--- src/rtl/fkes_pkg.sv ---
// fkes_pkg: shared types and constants of the Fisher-KPP Euler stencil unit.
// Used by the controller, the datapath and the top level; no dependencies.
`timescale 1ns / 1ps

package fkes_pkg;

   localparam int SAMPLE_W   = 16;
   localparam int GAIN_W     = 16;
   localparam int CSR_ADDR_W = 3;
   localparam int CSR_DATA_W = 32;

   // register indexes on the configuration port
   localparam logic REG_DIFFUSION_GAIN = 1'b0;
   localparam logic REG_TIME_STEP      = 1'b1;

   // 1.0 in Q4.12
   localparam logic signed [16:0] ONE_Q12 = 17'sd4096;
   // shift amount for the final rounding shift down from Q.40 to Q.12
   localparam int                 ROUND_SHIFT = 28;

   // window fill codes
   localparam logic [1:0] FILL_EMPTY = 2'd0;
   localparam logic [1:0] FILL_ONE   = 2'd1;
   localparam logic [1:0] FILL_FULL  = 2'd2;

   typedef struct packed {
      logic accept;     // item taken this cycle: shift window, first products
      logic mult;       // form the reaction product
      logic load_out;   // sum, round, saturate into the output register
   } cmd_type;

   typedef struct packed {
      logic window_full; // two samples held: next item yields a result
   } sts_type;

endpackage

--- src/rtl/fkes_ctrl.sv ---
// fkes_ctrl: sequencing state machine and output valid flag.
// Depends on fkes_pkg for the command and status structs.
`timescale 1ns / 1ps

module fkes_ctrl (
   input  logic              clock,
   input  logic              reset,
   input  logic              req_tvalid,
   output logic              req_tready,
   output logic              rsp_tvalid,
   input  logic              rsp_tready,
   input  fkes_pkg::sts_type sts,
   output fkes_pkg::cmd_type cmd
);

   localparam logic [1:0] ST_IDLE = 2'd0;
   localparam logic [1:0] ST_MULT = 2'd1;
   localparam logic [1:0] ST_SUM  = 2'd2;

   logic [1:0] state_ff, state_in;
   logic       out_valid_ff, out_valid_in;
   logic       accept;
   logic       slot_free;

   assign req_tready = (state_ff == ST_IDLE);
   assign accept     = req_tvalid && req_tready;
   assign slot_free  = !out_valid_ff || rsp_tready;
   assign rsp_tvalid = out_valid_ff;

   always_comb begin
      state_in     = state_ff;
      cmd.accept   = accept;
      cmd.mult     = 1'b0;
      cmd.load_out = 1'b0;
      case (state_ff)
         ST_IDLE: begin
            if (accept && sts.window_full) begin
               state_in = ST_MULT;
            end
         end
         ST_MULT: begin
            cmd.mult = 1'b1;
            state_in = ST_SUM;
         end
         ST_SUM: begin
            if (slot_free) begin
               cmd.load_out = 1'b1;
               state_in     = ST_IDLE;
            end
         end
         default: begin
            state_in = ST_IDLE;
         end
      endcase
   end

   assign out_valid_in = cmd.load_out || (out_valid_ff && !rsp_tready);

   always_ff @(posedge clock) begin
      if (reset) begin
         state_ff     <= ST_IDLE;
         out_valid_ff <= 1'b0;
      end else begin
         state_ff     <= state_in;
         out_valid_ff <= out_valid_in;
      end
   end

endmodule

--- src/rtl/fkes_dp.sv ---
// fkes_dp: sample window, stencil products, rounding, saturation, result register.
// Depends on fkes_pkg for constants and the command and status structs.
`timescale 1ns / 1ps

module fkes_dp (
   input  logic                                 clock,
   input  logic                                 reset,
   input  fkes_pkg::cmd_type                    cmd,
   output fkes_pkg::sts_type                    sts,
   input  logic [fkes_pkg::SAMPLE_W-1:0]        sample,
   input  logic                                 is_last,
   input  logic [fkes_pkg::GAIN_W-1:0]          diffusion_gain,
   input  logic [fkes_pkg::GAIN_W-1:0]          time_step,
   output logic [fkes_pkg::SAMPLE_W-1:0]        new_value,
   output logic                                 row_done,
   output logic                                 saturated
);

   // window
   logic [15:0] left_ff, left_in;
   logic [15:0] centre_ff, centre_in;
   logic [1:0]  fill_ff, fill_in;

   // first stage
   logic signed [17:0] lap;
   logic signed [16:0] one_minus_c;
   logic signed [34:0] diff_prod;
   logic signed [32:0] cc_prod;
   logic signed [34:0] diff_ff;
   logic signed [32:0] cc_ff;
   logic        [15:0] c_ff;
   logic               last_ff;

   // second stage
   logic signed [49:0] react_ff, react_in;

   // final
   logic signed [50:0] sum;
   logic signed [22:0] inc;
   logic signed [23:0] v;
   logic        [15:0] value_in;
   logic               sat_in;

   logic [15:0] out_value_ff;
   logic        out_last_ff;
   logic        out_sat_ff;

   assign sts.window_full = (fill_ff == fkes_pkg::FILL_FULL);

   always_comb begin
      left_in   = left_ff;
      centre_in = centre_ff;
      fill_in   = fill_ff;
      if (cmd.accept) begin
         case (fill_ff)
            fkes_pkg::FILL_ONE: begin
               centre_in = sample;
               fill_in   = is_last ? fkes_pkg::FILL_EMPTY : fkes_pkg::FILL_FULL;
            end
            fkes_pkg::FILL_FULL: begin
               left_in   = centre_ff;
               centre_in = sample;
               fill_in   = is_last ? fkes_pkg::FILL_EMPTY : fkes_pkg::FILL_FULL;
            end
            default: begin
               left_in = sample;
               fill_in = is_last ? fkes_pkg::FILL_EMPTY : fkes_pkg::FILL_ONE;
            end
         endcase
      end
   end

   // left - 2c + right, then r * lap and c * (1 - c)
   assign lap = $signed({{2{left_ff[15]}}, left_ff})
              + $signed({{2{sample[15]}}, sample})
              - $signed({centre_ff[15], centre_ff, 1'b0});
   assign diff_prod   = $signed({1'b0, diffusion_gain}) * lap;
   assign one_minus_c = fkes_pkg::ONE_Q12 - $signed({centre_ff[15], centre_ff});
   assign cc_prod     = $signed({centre_ff[15], centre_ff}) * one_minus_c;

   assign react_in = $signed({1'b0, time_step}) * cc_ff;

   // diffusion scaled to Q.40, plus reaction, round half up, floor shift
   assign sum = $signed({{4{diff_ff[34]}}, diff_ff, 12'b0})
              + $signed({react_ff[49], react_ff})
              + (51'sd1 <<< (fkes_pkg::ROUND_SHIFT - 1));
   assign inc = sum[50:fkes_pkg::ROUND_SHIFT];
   assign v   = $signed({{8{c_ff[15]}}, c_ff}) + $signed({inc[22], inc});

   always_comb begin
      if (v > 24'sd32767) begin
         value_in = 16'h7FFF;
         sat_in   = 1'b1;
      end else if (v < -24'sd32768) begin
         value_in = 16'h8000;
         sat_in   = 1'b1;
      end else begin
         value_in = v[15:0];
         sat_in   = 1'b0;
      end
   end

   always_ff @(posedge clock) begin
      if (reset) begin
         left_ff   <= '0;
         centre_ff <= '0;
         fill_ff   <= fkes_pkg::FILL_EMPTY;
      end else begin
         left_ff   <= left_in;
         centre_ff <= centre_in;
         fill_ff   <= fill_in;
      end
   end

   always_ff @(posedge clock) begin
      if (cmd.accept) begin
         diff_ff <= diff_prod;
         cc_ff   <= cc_prod;
         c_ff    <= centre_ff;
         last_ff <= is_last;
      end
      if (cmd.mult) begin
         react_ff <= react_in;
      end
      if (cmd.load_out) begin
         out_value_ff <= value_in;
         out_last_ff  <= last_ff;
         out_sat_ff   <= sat_in;
      end
   end

   assign new_value = out_value_ff;
   assign row_done  = out_last_ff;
   assign saturated = out_sat_ff;

endmodule

--- src/rtl/fisher_kpp_euler_stencil_unit.sv ---
// Fisher-KPP forward Euler three-point stencil unit, top level.
// An item that completes a stencil registers r*lap and c*(1-c); state MULT forms dt*c*(1-c),
// and state SUM, which waits while a result stalls on rsp, loads the result register. Items
// come one per cycle while the window fills, then no new item is taken until SUM is done.
// Reset (synchronous, active high) empties the window and clears both gains.
`timescale 1ns / 1ps

module fisher_kpp_euler_stencil_unit (
   input  logic        clock,
   input  logic        reset,
   // input stream
   input  logic        req_tvalid,
   output logic        req_tready,
   input  logic [15:0] req_tdata,   // [15:0] sample (signed Q4.12)
   input  logic        req_tlast,   // is_last: right boundary, ends the row
   // result stream
   output logic        rsp_tvalid,
   input  logic        rsp_tready,
   output logic [15:0] rsp_tdata,   // [15:0] new_value (signed Q4.12)
   output logic        rsp_tlast,   // row_done: last interior point of the row
   output logic        rsp_tuser,   // [0] saturated
   // configuration
   input  logic        csr_psel,
   input  logic        csr_penable,
   input  logic        csr_pwrite,
   input  logic [2:0]  csr_paddr,
   input  logic [31:0] csr_pwdata,
   output logic [31:0] csr_prdata,
   output logic        csr_pready
);

   fkes_pkg::cmd_type cmd;
   fkes_pkg::sts_type sts;

   // Gains: r = dt/dx^2 at byte 0, dt at byte 4; only paddr[2] decodes.
   logic [15:0] diffusion_gain_ff, diffusion_gain_in;
   logic [15:0] time_step_ff, time_step_in;
   logic        csr_write;
   logic        csr_sel;

   assign csr_pready = 1'b1;
   assign csr_write  = csr_psel && csr_penable && csr_pwrite && csr_pready;
   assign csr_sel    = csr_paddr[2];

   always_comb begin
      diffusion_gain_in = diffusion_gain_ff;
      time_step_in      = time_step_ff;
      if (csr_write) begin
         case (csr_sel)
            fkes_pkg::REG_DIFFUSION_GAIN: diffusion_gain_in = csr_pwdata[15:0];
            fkes_pkg::REG_TIME_STEP:      time_step_in      = csr_pwdata[15:0];
            default: begin
               diffusion_gain_in = diffusion_gain_ff;
            end
         endcase
      end
   end

   always_comb begin
      case (csr_sel)
         fkes_pkg::REG_DIFFUSION_GAIN: csr_prdata = {16'b0, diffusion_gain_ff};
         fkes_pkg::REG_TIME_STEP:      csr_prdata = {16'b0, time_step_ff};
         default:                      csr_prdata = '0;
      endcase
   end

   always_ff @(posedge clock) begin
      if (reset) begin
         diffusion_gain_ff <= '0;
         time_step_ff      <= '0;
      end else begin
         diffusion_gain_ff <= diffusion_gain_in;
         time_step_ff      <= time_step_in;
      end
   end

   // Controller: IDLE takes items; a full window sends it through MULT and SUM.
   fkes_ctrl u_ctrl (
      .clock      (clock),
      .reset      (reset),
      .req_tvalid (req_tvalid),
      .req_tready (req_tready),
      .rsp_tvalid (rsp_tvalid),
      .rsp_tready (rsp_tready),
      .sts        (sts),
      .cmd        (cmd)
   );

   // Datapath: window, products, round and clip, result register.
   fkes_dp u_dp (
      .clock          (clock),
      .reset          (reset),
      .cmd            (cmd),
      .sts            (sts),
      .sample         (req_tdata),
      .is_last        (req_tlast),
      .diffusion_gain (diffusion_gain_ff),
      .time_step      (time_step_ff),
      .new_value      (rsp_tdata),
      .row_done       (rsp_tlast),
      .saturated      (rsp_tuser)
   );

endmodule

--- config.mk ---
export PLATFORM = sky130hd
export DESIGN_NAME = fisher_kpp_euler_stencil_unit
export DESIGN_NICKNAME = d
export VERILOG_FILES = /design/src/rtl/fkes_pkg.sv /design/src/rtl/fkes_ctrl.sv /design/src/rtl/fkes_dp.sv /design/src/rtl/fisher_kpp_euler_stencil_unit.sv
export SDC_FILE = /design/constraint.sdc
export NUM_CORES = 2
export LEC_CHECK = 0
export BUFFER_PORTS_ARGS = -buffer_cell sky130_fd_sc_hd__buf_2
export CAP_MARGIN = 20
export CORE_ASPECT_RATIO = 0.8
export CORE_MARGIN = 2
export CORE_UTILIZATION = 55
export DETAILED_ROUTE_END_ITERATION = 8
export MAX_ROUTING_LAYER = met4
export PLACE_DENSITY_LB_ADDON = 0.25
export SYNTH_ARGS = -nofsm -noshare
export SYNTH_HDL_FRONTEND = slang
export SYNTH_SLANG_ARGS = --single-unit
--- constraint.sdc ---
create_clock -name clock -period 20.4 [get_ports clock]
set_clock_uncertainty 0.2 [all_clocks]
set_input_delay 4.08 -clock clock [delete_from_list [all_inputs] [get_ports clock]]
set_output_delay 4.08 -clock clock [all_outputs]
set_load 0.005 [all_outputs]
# Word-level counts from Yosys, hierarchy flattened
# Cells that the tools add are included.
# W data, S select, Z words.
dict set report totals {
  register_bits 222
}
dict set report op_classes {
  n_addsub 6
  mul 3
  magnitude_cmp 2
  eq_ne 6
  n_mux 13
  n_bitwise 2
  n_reduce_logical 16
}
# cell n
set ops {}
lappend ops {{$pmux W32 S2} 1}
lappend ops {{$add A47 B50 Y51} 1}
lappend ops {{$add A51 B29 Y51 const B} 1}
lappend ops {{$mul A17 B33 Y50} 1}
lappend ops {{$mul A17 B18 Y35} 1}
lappend ops {{$mul A16 B17 Y33} 1}
lappend ops {{$pmux W16 S2} 1}
lappend ops {{$add A16 B23 Y24} 1}
lappend ops {{$gt A24 B16 Y1 const B} 1}
lappend ops {{$lt A24 B16 Y1 const B} 1}
lappend ops {{$sub A17 B17 Y18} 1}
lappend ops {{$add A16 B16 Y17} 1}
lappend ops {{$sub A14 B16 Y17 const A} 1}
lappend ops {{$mux W16} 1}
lappend ops {{$reduce_and A2 Y1} 5}
lappend ops {{$mux W2} 4}
lappend ops {{$pmux W2 S3} 1}
lappend ops {{$logic_and A1 B1 Y1} 5}
lappend ops {{$mux W1} 5}
lappend ops {{$eq A2 B1 Y1 const B} 2}
lappend ops {{$eq A2 B2 Y1 const B} 2}
lappend ops {{$logic_not A1 Y1} 2}
lappend ops {{$logic_not A2 Y1} 1}
lappend ops {{$logic_or A1 B1 Y1} 2}
lappend ops {{4 further kinds} 5}

# Depth between registers and ports, before layout
dict set report depth {
  word_depth 5
  mapped_depth 37
  ltp_nobuf 36
}

# Hierarchy
# A second synthesis with hierarchy kept.
dict set report hier_totals {
  hier_cells 5628
  hier_area_um2 52266.4
}
# mod instances cells_each area_per_inst_um2 seq_area_each_um2
set modules_own_cells {}
lappend modules_own_cells {fkes_dp 1 5453 50427.1 4884.7}
lappend modules_own_cells {fisher_kpp_euler_stencil_unit 1 161 1690.4 640.6}
lappend modules_own_cells {fkes_ctrl 1 14 148.9 60.1}

# Worst setup path after synthesis
# Ideal clock, no wire load.
dict set report synth_timing {
  path_type {input to register}
  startpoint {in req_tdata[2]}
  endpoint {reg u_dp.diff_ff[34] (data pin)}
  setup_ns 0.260
  arrival_ns 12.636
  required_ns 19.940
  slack_ns 7.304
  stages 31
  cell_sequence {inv_1 -> fa_1 -> inv_1 -> ha_1 -> a21oi_1 -> o21ai_0 -> a21oi_1 -> o21ai_1 -> a2111o_1 -> nand3_1 -> a41oi_2 -> clkbuf_1 -> o311ai_0 -> fa_1 -> fa_1 -> clkbuf_1 -> xnor2_1 -> xnor2_1 -> fa_1 -> fa_1 -> inv_1 -> fa_1 -> inv_1 -> ha_1 -> and2_1 -> a31oi_1 -> o21ai_1 -> or4_1 -> a31oi_1 -> o21ai_1 -> xnor2_1}
}
dict set report synth_via {
  elab_chain_len 3
}
# element line
set synth_lines {}
lappend synth_lines {{start, declared} fisher_kpp_euler_stencil_unit.sv:14} ;# input logic [15:0] req_tdata,
lappend synth_lines {{$add A16 B16 Y17} fkes_dp.sv:75} ;# + $signed({{2{sample[15]}}, sample})
lappend synth_lines {{$sub A17 B17 Y18} fkes_dp.sv:76} ;# - $signed({centre_ff[15], centre_ff, 1'b0});
lappend synth_lines {{$mul A17 B18 Y35} fkes_dp.sv:77} ;# assign diff_prod = $signed({1'b0, diffusion_gain}) * lap;
lappend synth_lines {{named net u_dp.diff_prod[34]} fkes_dp.sv:27} ;# logic signed [34:0] diff_prod;
lappend synth_lines {{end signal, assigned} fkes_dp.sv:117} ;# diff_ff <= diff_prod;
lappend synth_lines {{end, declared} fkes_dp.sv:29} ;# logic signed [34:0] diff_ff;
# The timed path passes the listed nets, and every way through them passes these cells.
# A chain may end at the register's enable or synchronous reset.

# Final worst setup path
# Ends and elaborated chain as after synthesis.

==> results.md <==
* Status: completed
* Area growth syn-to-layout at 4.559%
* PortBufs at between 70 and 80
* Dpl hpwl at 97.77 mm
* Vias in the first global route at about 40000
* First drt pass iteration count at 5
* Synth async-reset ratio at 0%
* I/O pin count at approximately 110
* Crit-path max cell delay at 580 ps
* Max-slew headroom at a little under a third
* Largest Register: u_dp.react_ff
* Area of the multi-input gates at around 0.040 mm^2
* CP arrival at between 10000 and 15000 ps
* Clock sinks at between 200 and 250
* Grt total ovfl at 0
* R2R cell count at 33
* Clock Pin Slew Worst Setup and Hold Paths at about 60 ps
* Routed vias/inst at 5.453
* Slew @ Worst Pin at around 1000 ps
* Global-route wire length before repair at 207.1 mm
* Nets@finish at about 7000
* CTS Buf Count at 24
* Most frequent cells in the layout: inv_1, fa_1, nand2_1
* Most common cell on crit path: fa_1
* Yosys warns at 0
* Vias at approximately 37000
* Clock Path Buffers at 3
* Tightest Hold Check Type: flip-flop to flip-flop
* Register bit count reported by yosys at between 200 and 250
* Die W at 347.3 um
* Clock root cell: clkbuf_16
* DRC viols at 0
* Mapped Area at ~0.052 mm^2
* TNS Setup at 0 ps
* Crit start category: primary input
* Fillers at 8201
* GP Congestion at between 0.8 and 0.9
* Tot GR Track Use at between 20 and 30%
* Post-synth EDFFs at between 100 and 150
* Avg Inst Size Synth at approximately 9 um^2
* Count of different cell masters after synthesis at 85
* Slew Limit Fails at 0
* Top post-synthesis cells by area: fa_1, ha_1, inv_1
* DRT antenna net count at 0
* Hold Path Depth at 0
* Setup Fix Bufs, Post-CTS at 0
* Peak supply drop at about 95 uV
* Latest clock arrival within the worst-skew pair at around 580 ps
* Critical path class: primary input to flip-flop
* Max Freq at around 74 MHz
* Leak Pwr at approximately 25 nW
* CTS Hold Buffers Added at 0
* Pwr dens at slightly below 50 mW/mm^2
* Final Core Density at 58.15%
* Yosys top cell area share at 41.74%
* Post-CTS sizing at 0
* H-tree depth at 1
* Initial Utilization at a little under three fifths
* Synth Flop Type: edfxtp_1
* Final WL at around 120 mm
* CP Data Required Time at between 20000 and 25000 ps
* Final worst path period share at approximately two thirds
* Post-synthesis sequential area ratio at between 10% and 20%
* Top Registers: u_dp.react_ff (38), u_dp.diff_ff (35), u_dp.cc_ff (32)
* Endpoint type of the worst setup path: flip-flop
* Slowest CP cell: o41ai_1
* Synth area leader: fa_1
* Max Cap Viol at 0
* Syn Inst Count at approximately 5600
* Final hold viol count at 0
* Initial drt markers at 2700
* Per-cell routed wire length at between 15 and 20 um
* # setup viols final at 0
* Core box area at just over 0.09 mm^2
* CTS tree: built
* Maximum number of pins on one net before global-route repair at 81
* Share of layout cells above drive strength 1 at 4.763%
* Minimum clock period after layout at around 13000 ps
* Commonest non-fill, non-tap cell in the layout: inv_1
* Sequential cell area at 0.005589 mm^2
* Die Area at roughly 0.097 mm^2
* Die height at 278.6 um
* Row count at 100
* Max FFs per register at 38
* Crit-path max FO at 16
* RSZ-0062 raised after global routing: false
* Initial antenna violation count at 7
## critical path, delay by kind of cell
kind            cells  cell delay [ps]
fa+ha+maj           9             4150
buf+inv             7              640
xor+xnor            2              300
compound gates     14             3310
simple gates        4             1090
## where the power goes
| part | leakage [nW] | switching, mW | internal [mW] | total, mW |
|---|---|---|---|---|
| clock network | 0.412 | 0.205 | 0.271 | 0.475 |
| registers | 1.94 | 0.0709 | 0.521 | 0.592 |
| logic | 22.9 | 0.964 | 0.590 | 1.55 |
| total | 25.3 | 1.24 | 1.38 | 2.62 |
## area by class of cell
class                           count  share of cell area, %
Sequential cell                   209                  10.31
Timing Repair Buffer              151                  1.821
Multi-Input combinational cell   3834                  74.43
Inverter                         1305                  9.039
Antenna cell                        5                0.02308
Clock inverter                     11                 0.2401
Tap cell                         1224                  2.825
Clock buffer                       33                  1.306
## path summary, 6_finish.rpt
kind | from | endpoint | slack [ps]
worst max-delay path | req_tdata[2] | u_dp.diff_ff[34]$_DFFE_PP_ | 6940
worst min-delay path | u_dp.last_ff$_DFFE_PP_ | u_dp.row_done$_DFFE_PP_ | 240
worst max register to register | u_dp.centre_ff[2]$_SDFFE_PP0P_ | u_dp.diff_ff[34]$_DFFE_PP_ | 10240
worst min register to register | u_dp.last_ff$_DFFE_PP_ | u_dp.row_done$_DFFE_PP_ | 240
## cell families (layout without fill, tap and decap cells)
kind of cell / after synthesis / in the layout / share of synthesized area, %
fa+ha+maj: 1511 / 1511 / 52.09
xor+xnor: 162 / 162 / 2.737
mux: 51 / 51 / 1.043
buf+inv: 1575 / 1500 / 11.56
flops: 209 / 209 / 10.77
compound gates: 504 / 504 / 6.567
other cells: 2 / 22 / 0.01449
simple gates: 1589 / 1589 / 15.21
## routing by layer
layer  global-route usage [%]  up-vias  part of all wire (%)  routed length [um]
li1                         -    16730                     -                   -
met1                    39.06    18810                    44               54370
met2                    41.87     1253                    45               54570
met3                    5.220      143                   8.5               10440
met4                    6.656        0                   2.5                3119
met5                        -        -                     0                   0
## synthesized netlist by cell type (all sizes together), types with 27 or more instances
| master | count |
|---|---|
| a211oi | 31 |
| a21o | 68 |
| a21oi | 156 |
| a31oi | 27 |
| and2 | 347 |
| clkbuf | 244 |
| dfxtp | 69 |
| edfxtp | 140 |
| fa | 1081 |
| ha | 424 |
| inv | 1304 |
| mux2i | 27 |
| nand2 | 673 |
| nand2b | 166 |
| nand3 | 39 |
| nand4 | 28 |
| nor2 | 149 |
| nor2b | 71 |
| nor3 | 30 |
| o21ai | 71 |
| xnor2 | 125 |
| xor2 | 37 |
## through the flow
stage	power (mW)	cell area (um^2)	hold slack, ps	cells	setup slack, ps
2_1_floorplan	1.687	51900	200.3	5618	7304
3_3_place_gp	2.093	53270	207.3	6718	6485
3_5_place_dp	2.124	53300	238.0	6719	6473
4_1_cts	2.610	54140	253.9	6763	7050
5_1_grt	2.824	54200	259.3	6769	6304
6_report	2.622	54210	242.8	6772	6944
Power figures use the tool's default switching activity.
